<file path="src/rtl/dmts_pkg.sv">
// Shared constants for the deadline-monotonic tick scheduler.
package dmts_pkg;

	// Default sizing of the top level
	localparam int TASKS_DEF       = 4;
	localparam int COUNT_WIDTH_DEF = 16;

	// Fixed field widths
	localparam int REG_W        = 16;
	localparam int TICK_W       = 32;
	localparam int TASK_ID_W    = 2;
	localparam int END_MASK_W   = 4;
	localparam int CFG_INDEX_W  = 3;

	// Register index codes: first register of each bank
	localparam logic [CFG_INDEX_W-1:0] CFG_EXEC_BASE   = 3'd0;
	localparam logic [CFG_INDEX_W-1:0] CFG_PERIOD_BASE = 3'd4;

	// Register reset values
	localparam logic [REG_W-1:0] EXEC_RESET   = 16'd0;
	localparam logic [REG_W-1:0] PERIOD_RESET = 16'd1;

endpackage

</file>
<file path="src/rtl/deadline_monotonic_tick_scheduler.sv">
// Deadline-monotonic tick scheduler: one tick or restart word in, one status word out.
//
//  channel  | direction | handshake                | payload
//  ---------+-----------+--------------------------+---------------------------------------
//  cfg      | in        | cfg_write                | cfg_index, cfg_data
//  in       | in        | in_valid / in_stall      | restart
//  out      | out       | out_valid / out_stall    | tick_number, task_ran, running_task,
//           |           |                          | period_end_mask, deadline_missed,
//           |           |                          | missed_task, halted
//
// Cycles: one word per cycle while no result waits under out_stall. The whole tick
//   (phase advance, pick, deadline check) is one pass of logic between the schedule state
//   and the result register, so a result shows on out in the cycle after its word is accepted.
// Reset: arst_n clears the schedule state, the result valid, exec times (0) and
//   periods (1). No clearing pass.
// Stalls: in_stall rises only while a result waits under out_stall; a new word is
//   taken in the same cycle the pending result leaves.
module deadline_monotonic_tick_scheduler #(
	parameter int TASKS       = dmts_pkg::TASKS_DEF,
	parameter int COUNT_WIDTH = dmts_pkg::COUNT_WIDTH_DEF
) (
	input  logic                                clk,
	input  logic                                arst_n,
	// configuration
	input  logic                                cfg_write,
	input  logic [dmts_pkg::CFG_INDEX_W-1:0]    cfg_index,
	input  logic [dmts_pkg::REG_W-1:0]          cfg_data,
	// tick words
	input  logic                                in_valid,
	output logic                                in_stall,
	input  logic                                restart,
	// status words
	output logic                                out_valid,
	input  logic                                out_stall,
	output logic [dmts_pkg::TICK_W-1:0]         tick_number,
	output logic                                task_ran,
	output logic [dmts_pkg::TASK_ID_W-1:0]      running_task,
	output logic [dmts_pkg::END_MASK_W-1:0]     period_end_mask,
	output logic                                deadline_missed,
	output logic [dmts_pkg::TASK_ID_W-1:0]      missed_task,
	output logic                                halted
);

	localparam int TaskIdxW = (TASKS > 1) ? $clog2(TASKS) : 1;
	// compare width wide enough for both the counters and the 16-bit registers
	localparam int CmpW = (COUNT_WIDTH > dmts_pkg::REG_W) ? COUNT_WIDTH : dmts_pkg::REG_W;

	// configuration registers
	logic [dmts_pkg::REG_W-1:0] exec_q   [TASKS];
	logic [dmts_pkg::REG_W-1:0] period_q [TASKS];

	// schedule state
	logic [COUNT_WIDTH-1:0]      work_done_q [TASKS];
	logic [COUNT_WIDTH-1:0]      phase_q     [TASKS];
	logic [dmts_pkg::TICK_W-1:0] tick_q;
	logic                        stopped_q;

	// result register
	logic                              out_valid_q;
	logic [dmts_pkg::TICK_W-1:0]       tick_number_q;
	logic                              task_ran_q;
	logic [dmts_pkg::TASK_ID_W-1:0]    running_task_q;
	logic [dmts_pkg::END_MASK_W-1:0]   end_mask_q;
	logic                              missed_q;
	logic [dmts_pkg::TASK_ID_W-1:0]    missed_task_q;
	logic                              halted_q;

	// tick logic
	logic                   in_accept;
	logic                   cfg_period_bank;
	logic [TaskIdxW-1:0]    cfg_slot;
	logic [COUNT_WIDTH-1:0] phase_inc [TASKS];
	logic [TASKS-1:0]       end_vec;
	logic                   run_found;
	logic [TaskIdxW-1:0]    run_idx;
	logic [COUNT_WIDTH-1:0] wd_run    [TASKS];
	logic                   miss_found;
	logic [TaskIdxW-1:0]    miss_idx;
	logic [TASKS-1:0]       clear_vec;

	assign in_accept = in_valid && !in_stall;
	assign in_stall  = out_valid_q && out_stall;

	// ---------------------------------------------------------------- config
	assign cfg_period_bank = (cfg_index >= dmts_pkg::CFG_PERIOD_BASE);
	assign cfg_slot = cfg_period_bank ? TaskIdxW'(cfg_index - dmts_pkg::CFG_PERIOD_BASE)
	                                  : TaskIdxW'(cfg_index - dmts_pkg::CFG_EXEC_BASE);

	always_ff @(posedge clk or negedge arst_n) begin
		if (!arst_n) begin
			for (int j = 0; j < TASKS; j++) begin
				exec_q[j]   <= dmts_pkg::EXEC_RESET;
				period_q[j] <= dmts_pkg::PERIOD_RESET;
			end
		end else if (cfg_write) begin
			// slots beyond the task count land nowhere
			for (int j = 0; j < TASKS; j++) begin
				if (cfg_slot == TaskIdxW'(j) &&
				    2'(cfg_index - (cfg_period_bank ? dmts_pkg::CFG_PERIOD_BASE
				                                    : dmts_pkg::CFG_EXEC_BASE)) == 2'(j)) begin
					if (cfg_period_bank) begin
						period_q[j] <= cfg_data;
					end else begin
						exec_q[j] <= cfg_data;
					end
				end
			end
		end
	end

	// ---------------------------------------------------------------- tick
	// Advance every phase counter; a period ends when the next phase reaches
	// the period or the counter wraps (period zero ends every tick).
	always_comb begin
		for (int j = 0; j < TASKS; j++) begin
			phase_inc[j] = phase_q[j] + 1'b1;
			end_vec[j]   = (CmpW'(phase_inc[j]) >= CmpW'(period_q[j])) ||
			               (phase_inc[j] == '0);
		end
	end

	// Pick the task with work left and the shortest period; scanning in index
	// order keeps the lower index on a tie.
	always_comb begin
		run_found = 1'b0;
		run_idx   = '0;
		for (int j = 0; j < TASKS; j++) begin
			if (CmpW'(work_done_q[j]) < CmpW'(exec_q[j]) &&
			    (!run_found || period_q[j] < period_q[run_idx])) begin
				run_found = 1'b1;
				run_idx   = TaskIdxW'(j);
			end
		end
	end

	// Credit the running task with one unit of work.
	always_comb begin
		for (int j = 0; j < TASKS; j++) begin
			wd_run[j] = (run_found && run_idx == TaskIdxW'(j)) ? work_done_q[j] + 1'b1
			                                                     : work_done_q[j];
		end
	end

	// First miss in priority order among tasks whose period just ended.
	always_comb begin
		miss_found = 1'b0;
		miss_idx   = '0;
		for (int j = 0; j < TASKS; j++) begin
			if (end_vec[j] && CmpW'(wd_run[j]) < CmpW'(exec_q[j]) &&
			    (!miss_found || period_q[j] < period_q[miss_idx])) begin
				miss_found = 1'b1;
				miss_idx   = TaskIdxW'(j);
			end
		end
	end

	// Clear finished periods, but only for tasks ahead of the missing one.
	always_comb begin
		for (int j = 0; j < TASKS; j++) begin
			clear_vec[j] = end_vec[j] &&
			               (!miss_found ||
			                period_q[j] < period_q[miss_idx] ||
			                (period_q[j] == period_q[miss_idx] &&
			                 TaskIdxW'(j) < miss_idx));
		end
	end

	// Schedule state: update only on an accepted word.
	always_ff @(posedge clk or negedge arst_n) begin
		if (!arst_n) begin
			for (int j = 0; j < TASKS; j++) begin
				work_done_q[j] <= '0;
				phase_q[j]     <= '0;
			end
			tick_q    <= '0;
			stopped_q <= 1'b0;
		end else if (in_accept) begin
			if (restart) begin
				for (int j = 0; j < TASKS; j++) begin
					work_done_q[j] <= '0;
					phase_q[j]     <= '0;
				end
				tick_q    <= '0;
				stopped_q <= 1'b0;
			end else if (!stopped_q) begin
				for (int j = 0; j < TASKS; j++) begin
					phase_q[j]     <= end_vec[j] ? '0 : phase_inc[j];
					work_done_q[j] <= clear_vec[j] ? '0 : wd_run[j];
				end
				tick_q    <= tick_q + 1'b1;
				stopped_q <= miss_found;
			end
		end
	end

	// ---------------------------------------------------------------- result
	always_ff @(posedge clk or negedge arst_n) begin
		if (!arst_n) begin
			out_valid_q <= 1'b0;
		end else if (in_accept) begin
			out_valid_q <= 1'b1;
		end else if (!out_stall) begin
			out_valid_q <= 1'b0;
		end
	end

	always_ff @(posedge clk) begin
		if (in_accept) begin
			if (restart) begin
				// restart reports all zero
				tick_number_q  <= '0;
				task_ran_q     <= 1'b0;
				running_task_q <= '0;
				end_mask_q     <= '0;
				missed_q       <= 1'b0;
				missed_task_q  <= '0;
				halted_q       <= 1'b0;
			end else if (stopped_q) begin
				// hold: repeat the frozen tick and flag halted
				tick_number_q  <= tick_q;
				task_ran_q     <= 1'b0;
				running_task_q <= '0;
				end_mask_q     <= '0;
				missed_q       <= 1'b0;
				missed_task_q  <= '0;
				halted_q       <= 1'b1;
			end else begin
				tick_number_q  <= tick_q + 1'b1;
				task_ran_q     <= run_found;
				running_task_q <= dmts_pkg::TASK_ID_W'(run_idx);
				end_mask_q     <= dmts_pkg::END_MASK_W'(end_vec);
				missed_q       <= miss_found;
				missed_task_q  <= dmts_pkg::TASK_ID_W'(miss_idx);
				halted_q       <= miss_found;
			end
		end
	end

	assign out_valid       = out_valid_q;
	assign tick_number     = tick_number_q;
	assign task_ran        = task_ran_q;
	assign running_task    = running_task_q;
	assign period_end_mask = end_mask_q;
	assign deadline_missed = missed_q;
	assign missed_task     = missed_task_q;
	assign halted          = halted_q;

endmodule

</file>
<file path="config.mk">
export PLATFORM = sky130hd
export DESIGN_NAME = deadline_monotonic_tick_scheduler
export DESIGN_NICKNAME = d
export VERILOG_FILES = /design/src/rtl/dmts_pkg.sv /design/src/rtl/deadline_monotonic_tick_scheduler.sv
export SDC_FILE = /design/constraint.sdc
export NUM_CORES = 1
export LEC_CHECK = 0
export BUFFER_PORTS_ARGS = -buffer_cell sky130_fd_sc_hd__buf_2
export CELL_PAD_IN_SITES_DETAIL_PLACEMENT = 0
export CELL_PAD_IN_SITES_GLOBAL_PLACEMENT = 2
export CORE_MARGIN = 5
export CORE_UTILIZATION = 40
export CTS_CLUSTER_SIZE = 30
export DETAILED_ROUTE_END_ITERATION = 12
export HOLD_SLACK_MARGIN = 0.06
export PLACE_DENSITY = 0.81
export SLEW_MARGIN = 15
export SYNTH_ARGS = -nofsm -noshare
export SYNTH_HDL_FRONTEND = slang
export SYNTH_SLANG_ARGS = --single-unit
</file>
<file path="constraint.sdc">
create_clock -name clk -period 18.49 [get_ports clk]
set_input_delay 0.9245 -clock clk [delete_from_list [all_inputs] [get_ports clk]]
set_output_delay 0.9245 -clock clk [all_outputs]
set_load 0.02 [all_outputs]
</file>
==> results of run 1 <==
## cells in the mapped netlist, types with 4 or more instances
library cell / count
or3_1: 14
a2111oi_0: 10
o21ai_0: 212
dfstp_2: 4
o21a_1: 15
a21o_1: 69
mux2i_1: 8
and3_1: 50
o211ai_1: 15
nand2_1: 292
buf_1: 7
edfxtp_1: 43
and4_1: 14
o41ai_1: 5
a22o_1: 41
ha_1: 327
nor2b_1: 27
nor3b_1: 9
inv_1: 174
a211o_1: 10
a21boi_0: 5
a32oi_1: 4
clkbuf_1: 81
a21oi_1: 157
a211oi_1: 19
nor4_1: 15
xor2_1: 62
o21ai_1: 7
and2_1: 14
nand3_1: 75
xnor2_1: 77
dfrtp_1: 286
mux2_2: 86
a32o_1: 16
a31oi_1: 15
buf_2: 9
or4_1: 5
nor2_1: 173
nor3_1: 30
o31ai_1: 37
or2_2: 12
nand2b_1: 29
nand4_1: 61
## timing repair
action	CTS	global route
endpoints found under the hold margin	0	0
pin swaps	0	5
hold buffers	0	0
resized for setup	6	32
setup buffers	0	9
setup endpoints to repair	64	64
## cells by family after synthesis
kind of cell,synth area share
and+or+nand+nor,0.1647
adders and majority gates,0.1676
xor gates and xnor gates,0.04974
DFF,0.3495
AOI/OAI and AO/OA,0.1809
muxes,0.04376
buffers and inverters,0.04391
## sequential cells by signal, summed over array words and instances (netlist names)
name / count
exec_q: 64
period_q: 64
phase_q: 64
work_done_q: 64
tick_number: 32
tick_q: 32
period_end_mask: 4
missed_task: 2
running_task: 2
deadline_missed: 1
halted: 1
out_valid: 1
stopped_q: 1
task_ran: 1
## worst max-delay path by stage
stage | from | endpoint | depth (start not counted)
final | period_q[62]$_DFFE_PN0P_ | work_done_q[51]$_DFFE_PN0P_ | 85
after global routing | period_q[63]$_DFFE_PN0P_ | work_done_q[4]$_DFFE_PN0P_ | 90
after CTS | period_q[61]$_DFFE_PN0P_ | work_done_q[51]$_DFFE_PN0P_ | 87
after detailed placement | period_q[61]$_DFFE_PN0P_ | work_done_q[4]$_DFFE_PN0P_ | 90
after global placement | period_q[61]$_DFFE_PN0P_ | work_done_q[4]$_DFFE_PN0P_ | 90
after floorplan | period_q[38]$_DFFE_PN0P_ | work_done_q[13]$_DFFE_PN0P_ | 96
## layer usage
layer	GRT usage	vias up
li1	-	9948
met1	0.3174	10039
met2	0.3590	407
met3	0.02902	127
met4	0.05473	4
met5	0	-
## stage by stage
stage | total power [mW] | cells | TNS (ns) | area, um^2 | setup WS, ns
after floorplan | 1.618 | 2690 | 0 | 24480 | 1.679
after global placement | 1.971 | 3507 | -22.06 | 25990 | -0.4396
after detailed placement | 1.993 | 3507 | -33.31 | 25990 | -0.6475
after CTS | 2.890 | 3587 | 0 | 27480 | 0.05316
after global routing | 3.094 | 3596 | 0 | 27680 | 0.08204
final | 2.903 | 3596 | 0 | 27680 | 1.005
## cell type report
class	instances	area, um^2	share of cell area
clock buffer	63	1264	0.04566
inverter	175	656.9	0.02373
sequential	333	8553	0.3090
multi-input combinational	2080	15030	0.5429
timing repair buffer	146	999.7	0.03612
tap	782	978.4	0.03535
clock inverter	17	198.9	0.007188
## where the power goes
group	internal (mW)	switching, mW	total (mW)
logic	0.452	0.652	1.10
registers	0.828	0.0961	0.924
clock network	0.530	0.345	0.875
total	1.81	1.09	2.90
==> results.sh, run 1 <==
export IMPL_status="finished, final reports clean"
export IMPL_endpoint_kind="flip-flop"
export IMPL_worst_path_max_fanout=32
export IMPL_final_cell_mix="ha_1 (327), nand2_1 (291), dfrtp_1 (286), o21ai_0 (206)"
export IMPL_yosys_area_top_type="dfrtp_1"
export IMPL_clock_root_buffer="clkbuf_16"
export IMPL_synth_top_cells_by_area="dfrtp_1 (29%), ha_1 (17%), edfxtp_1 (5.3%)"
export IMPL_slowest_stage="a311o_2"
export IMPL_crit_top_cell="a21oi_1"
export IMPL_worst_hold_slack_ns=0.3733
export IMPL_critPathArrivalTime_ns=17.96
export IMPL_tightest_slew_ns=1.115
export IMPL_finalCritPeriodShare=0.9457
export IMPL_dieArea_um2=66240
export IMPL_clock_fmax_mhz=57.19
export IMPL_yosysWarnings=0
export IMPL_synth_async_reset_ratio=0.8709
export IMPL_track_usage=0.2220
export IMPL_setup_viol=0
export IMPL_slew_violations=0
export IMPL_drcViolationCount=0
export IMPL_cts_tree="built"
export IMPL_syn2layout_area_growth_pct=13.08
export IMPL_place_congestion=0.9466
export IMPL_vias_per_cell=5.708
export IMPL_dr_wl_met3_um=3231
export IMPL_io_pins=70
export IMPL_netlist_instances=2690
export IMPL_wl_per_cell_um=21.04
export IMPL_routed_top_layer="met5"
export IMPL_die_y_um=257.4
export IMPL_cts_made_buffers=43
export IMPL_clock_latency_ns=0.58
export IMPL_drv_cap=0
export IMPL_synth_edff_count=43
export IMPL_antenna_found_initial=6
export IMPL_die_w_um=257.4
export IMPL_yosysUniqueCellTypes=90
export IMPL_htree_levels=2
export IMPL_fin_util=0.4577
export IMPL_start_util=0.4048
export IMPL_fp_coreArea_um2=60470
export IMPL_min_path_type="input pin to async pin"
export IMPL_critPathKind="flip-flop to flip-flop"
export IMPL_peakVddDrop_uv=65.46
export IMPL_yosys_most_used_dff="dfrtp_1"
export IMPL_grt_pass1_vias=20018
export IMPL_critPathMaxStageDelay_ns=0.47
export IMPL_dp_hpwl_um=55060
export IMPL_wl_um=75650
export IMPL_r2r_slack_ns=1.00
export IMPL_period_needed_ns=17.49
export IMPL_critPathBufInv=6
export IMPL_r2r_end="work_done_q[51]$_DFFE_PN0P_"
export IMPL_p_leak_nw=13.26
export IMPL_r2r_start="period_q[62]$_DFFE_PN0P_"
export IMPL_cp_required_ns=18.96
export IMPL_vias=20525
export IMPL_crit_path_start_kind="flip-flop"
export IMPL_layout_drive_gt1_share=0.1326
export IMPL_slew_headroom=0.2529
export IMPL_row_count=90
export IMPL_synth_nets=3042
export IMPL_grt_start_max_net_pins=140
export IMPL_syn_avg_cell_area_um2=9.099
export IMPL_finalClockSkew_ns=0.02583
export IMPL_grt_pass1_wl_um=117900
export IMPL_dr_first_iter_drc_count=1533
export IMPL_fillers=5766
export IMPL_clk_path_buf_depth=3
export IMPL_wl_met2_um=34310
export IMPL_fin_nets=3131
export IMPL_grt_overflow=0
export IMPL_r2r_cells=85
export IMPL_synth_top_area_share=0.2924
export IMPL_cpLargestDelayFamily="compound AO/OA/AOI/OAI gates"
export IMPL_final_hold_violation_count=0
export IMPL_ys_seq_elements=333
export IMPL_ys_seq_area_frac=0.3495
export IMPL_ant_nets=0
export IMPL_rsz0062_at_grt="false"
export IMPL_syn_area_um2=24480
export IMPL_layout_commonest_cell="ha_1"
export IMPL_antenna_cells=0
export IMPL_pwr_density_cell_nw_per_um2=104.9
export IMPL_cts_sinks=333
export IMPL_clkTransAtPathRegs_ns=0.06
export IMPL_drt_first_pass_iters=6
export IMPL_wl_met1_um=36220
export IMPL_io_buffers=69
Power figures use the tool's default switching activity.
==> inputs of run 2 (changes only) <==
Settings changed: CTS_BUF_LIST set to sky130_fd_sc_hd__clkbuf_16.
==> run 2 against run 1 <==
  * Count of clock-buffer cells in the layout decreased by 18
  * Maximum frequency about the same
  * Sequential share of layout area increased by 0.070 points
  * Critical path type unchanged
==> results.sh, run 2 (synthesis results as in run 1) <==
export IMPL_track_usage=0.2219
export IMPL_routed_top_layer="met5"
export IMPL_wl_met1_um=36140
export IMPL_critPathArrivalTime_ns=17.96
export IMPL_worst_path_max_fanout=32
export IMPL_place_congestion=0.9466
export IMPL_die_y_um=257.4
export IMPL_clock_fmax_mhz=57.17
export IMPL_p_leak_nw=13.27
export IMPL_critPathKind="flip-flop to flip-flop"
export IMPL_critPathMaxStageDelay_ns=0.49
export IMPL_grt_pass1_wl_um=117800
export IMPL_period_needed_ns=17.49
export IMPL_fin_ws_ns=0.9984
export IMPL_slew_violations=0
export IMPL_layout_drive_gt1_share=0.1304
export IMPL_rsz0062_at_grt="false"
export IMPL_placement_cell_area_um2=25990
export IMPL_start_util=0.4048
export IMPL_slowest_stage="a2111oi_0"
export IMPL_dieArea_um2=66240
export IMPL_die_w_um=257.4
export IMPL_min_path_type="input pin to async pin"
export IMPL_grt_overflow=0
export IMPL_stdcell_count=3597
export IMPL_clkTransAtPathRegs_ns=0.06
export IMPL_status="finished, final reports clean"
export IMPL_layout_commonest_cell="ha_1"
export IMPL_drv_cap=0
export IMPL_grt_start_max_net_pins=140
export IMPL_cts_tree="built"
export IMPL_clock_root_buffer="clkbuf_16"
export IMPL_fp_coreArea_um2=60470
export IMPL_clk_path_buf_depth=3
export IMPL_row_count=90
export IMPL_io_buffers=69
export IMPL_power_mw=2.866
export IMPL_pwr_density_cell_nw_per_um2=103.8
export IMPL_endpoint_kind="flip-flop"
export IMPL_holdBufCountCts=0
export IMPL_crit_path_start_kind="flip-flop"
export IMPL_slew_headroom=0.2573
export IMPL_r2r_slack_ns=1.0
export IMPL_syn2layout_area_growth_pct=12.82
export IMPL_wl_um=75530
export IMPL_finalClockSkew_ns=0.02467
export IMPL_peakVddDrop_uv=65.34
export IMPL_cp_required_ns=18.96
export IMPL_fin_nets=3132
export IMPL_drcViolationCount=0
export IMPL_htree_levels=2
export IMPL_drt_first_pass_iters=5
export IMPL_grt_pass1_vias=20019
export IMPL_vias_per_cell=5.726
export IMPL_dr_wl_met3_um=3165
export IMPL_final_hold_violation_count=0
export IMPL_final_cell_area_um2=27610
export IMPL_wl_met2_um=34280
export IMPL_fin_util=0.4567
export IMPL_antenna_cells=0
export IMPL_place_worst_setup_slack_ns=-0.6475
export IMPL_cts_sinks=333
export IMPL_clock_latency_ns=0.58
export IMPL_vias=20597
export IMPL_dr_first_iter_drc_count=1505
export IMPL_finalCritPeriodShare=0.9460
export IMPL_final_cell_mix="ha_1 (327), nand2_1 (291), dfrtp_1 (286), o21ai_0 (206), inv_1 (183)"
export IMPL_tightest_slew_ns=1.108
export IMPL_placed_cells=3507
export IMPL_dp_hpwl_um=55060
export IMPL_crit_top_cell="a21oi_1"
export IMPL_ant_nets=0
export IMPL_setup_viol=0
export IMPL_cts_made_buffers=43
export IMPL_wl_per_cell_um=21.00
export IMPL_antenna_found_initial=6
export IMPL_io_pins=70
[run 2: cell types whose count changed in the layout (fill, tap and decap cells not counted)]
cell      previous run  this run
clkinv_1             3        10
clkbuf_8             7         0
buf_4               71        72
inv_1              172       183
clkbuf_1            11         0
[run 2: layout make-up]
class                   instances  area [um^2]
inverters                     175        656.9
clock buffers                  45         1126
flip-flops and latches        333         8553
multi-input cells            2080        15030
fillers                      5776        32860
repair buffers                147         1007
clock inverters                35        266.5
well taps                     782        978.4
[run 2: layer usage]
layer | GRT usage | up-vias
li1 | - | 9970
met2 | 0.3583 | 446
met5 | 0 | -
met1 | 0.3173 | 10052
met3 | 0.02892 | 125
met4 | 0.05577 | 4
[run 2: per-stage QoR]
step | TNS, ns | hold WS (ns)
after floorplan | 0 | 0.4567
after detailed placement | -33.31 | 0.4845
after CTS | 0 | 0.3889
after global routing | 0 | 0.4315
after global placement | -22.06 | 0.4790
final | 0 | 0.3743
[run 2: power by group]
group          leakage, nW  total, mW  internal, mW  switching [mW]
Combinational         8.33       1.10         0.452           0.653
Clock                0.724      0.837         0.495           0.342
Sequential            4.22      0.924         0.828          0.0959
[run 2: final timing paths]
kind / startpoint / depth (start not counted) / end
max in group asynchronous: arst_n / 2 / period_q[25]$_DFFE_PN0P_
worst min-delay path: arst_n / 1 / exec_q[42]$_DFFE_PN0P_
min in group clk: phase_q[26]$_DFFE_PN0P_ / 1 / phase_q[26]$_DFFE_PN0P_
worst max register to register: period_q[62]$_DFFE_PN0P_ / 87 / work_done_q[26]$_DFFE_PN0P_
worst max-delay path: period_q[62]$_DFFE_PN0P_ / 87 / work_done_q[26]$_DFFE_PN0P_
worst min register to register: phase_q[26]$_DFFE_PN0P_ / 1 / phase_q[26]$_DFFE_PN0P_
[run 2: worst max-delay path: cells and delay by family, from the launching register on]
| family | cells | cell delay, ns |
|---|---|---|
| AOI/OAI and AO/OA | 42 | 9.04 |
| xor gates and xnor gates | 1 | 0.16 |
| adders and majority gates | 7 | 2.00 |
| buffers and inverters | 9 | 1.50 |
| DFF | 1 | 0.38 |
| muxes | 1 | 0.30 |
| and+or+nand+nor | 27 | 3.99 |
[run 2: what timing repair did]
| item | 4_1_cts | 5_1_grt |
|---|---|---|
| buffers inserted | 0 | 10 |
| resized for setup | 6 | 32 |
| pin swaps | 0 | 5 |
| setup endpoints to repair | 64 | 64 |
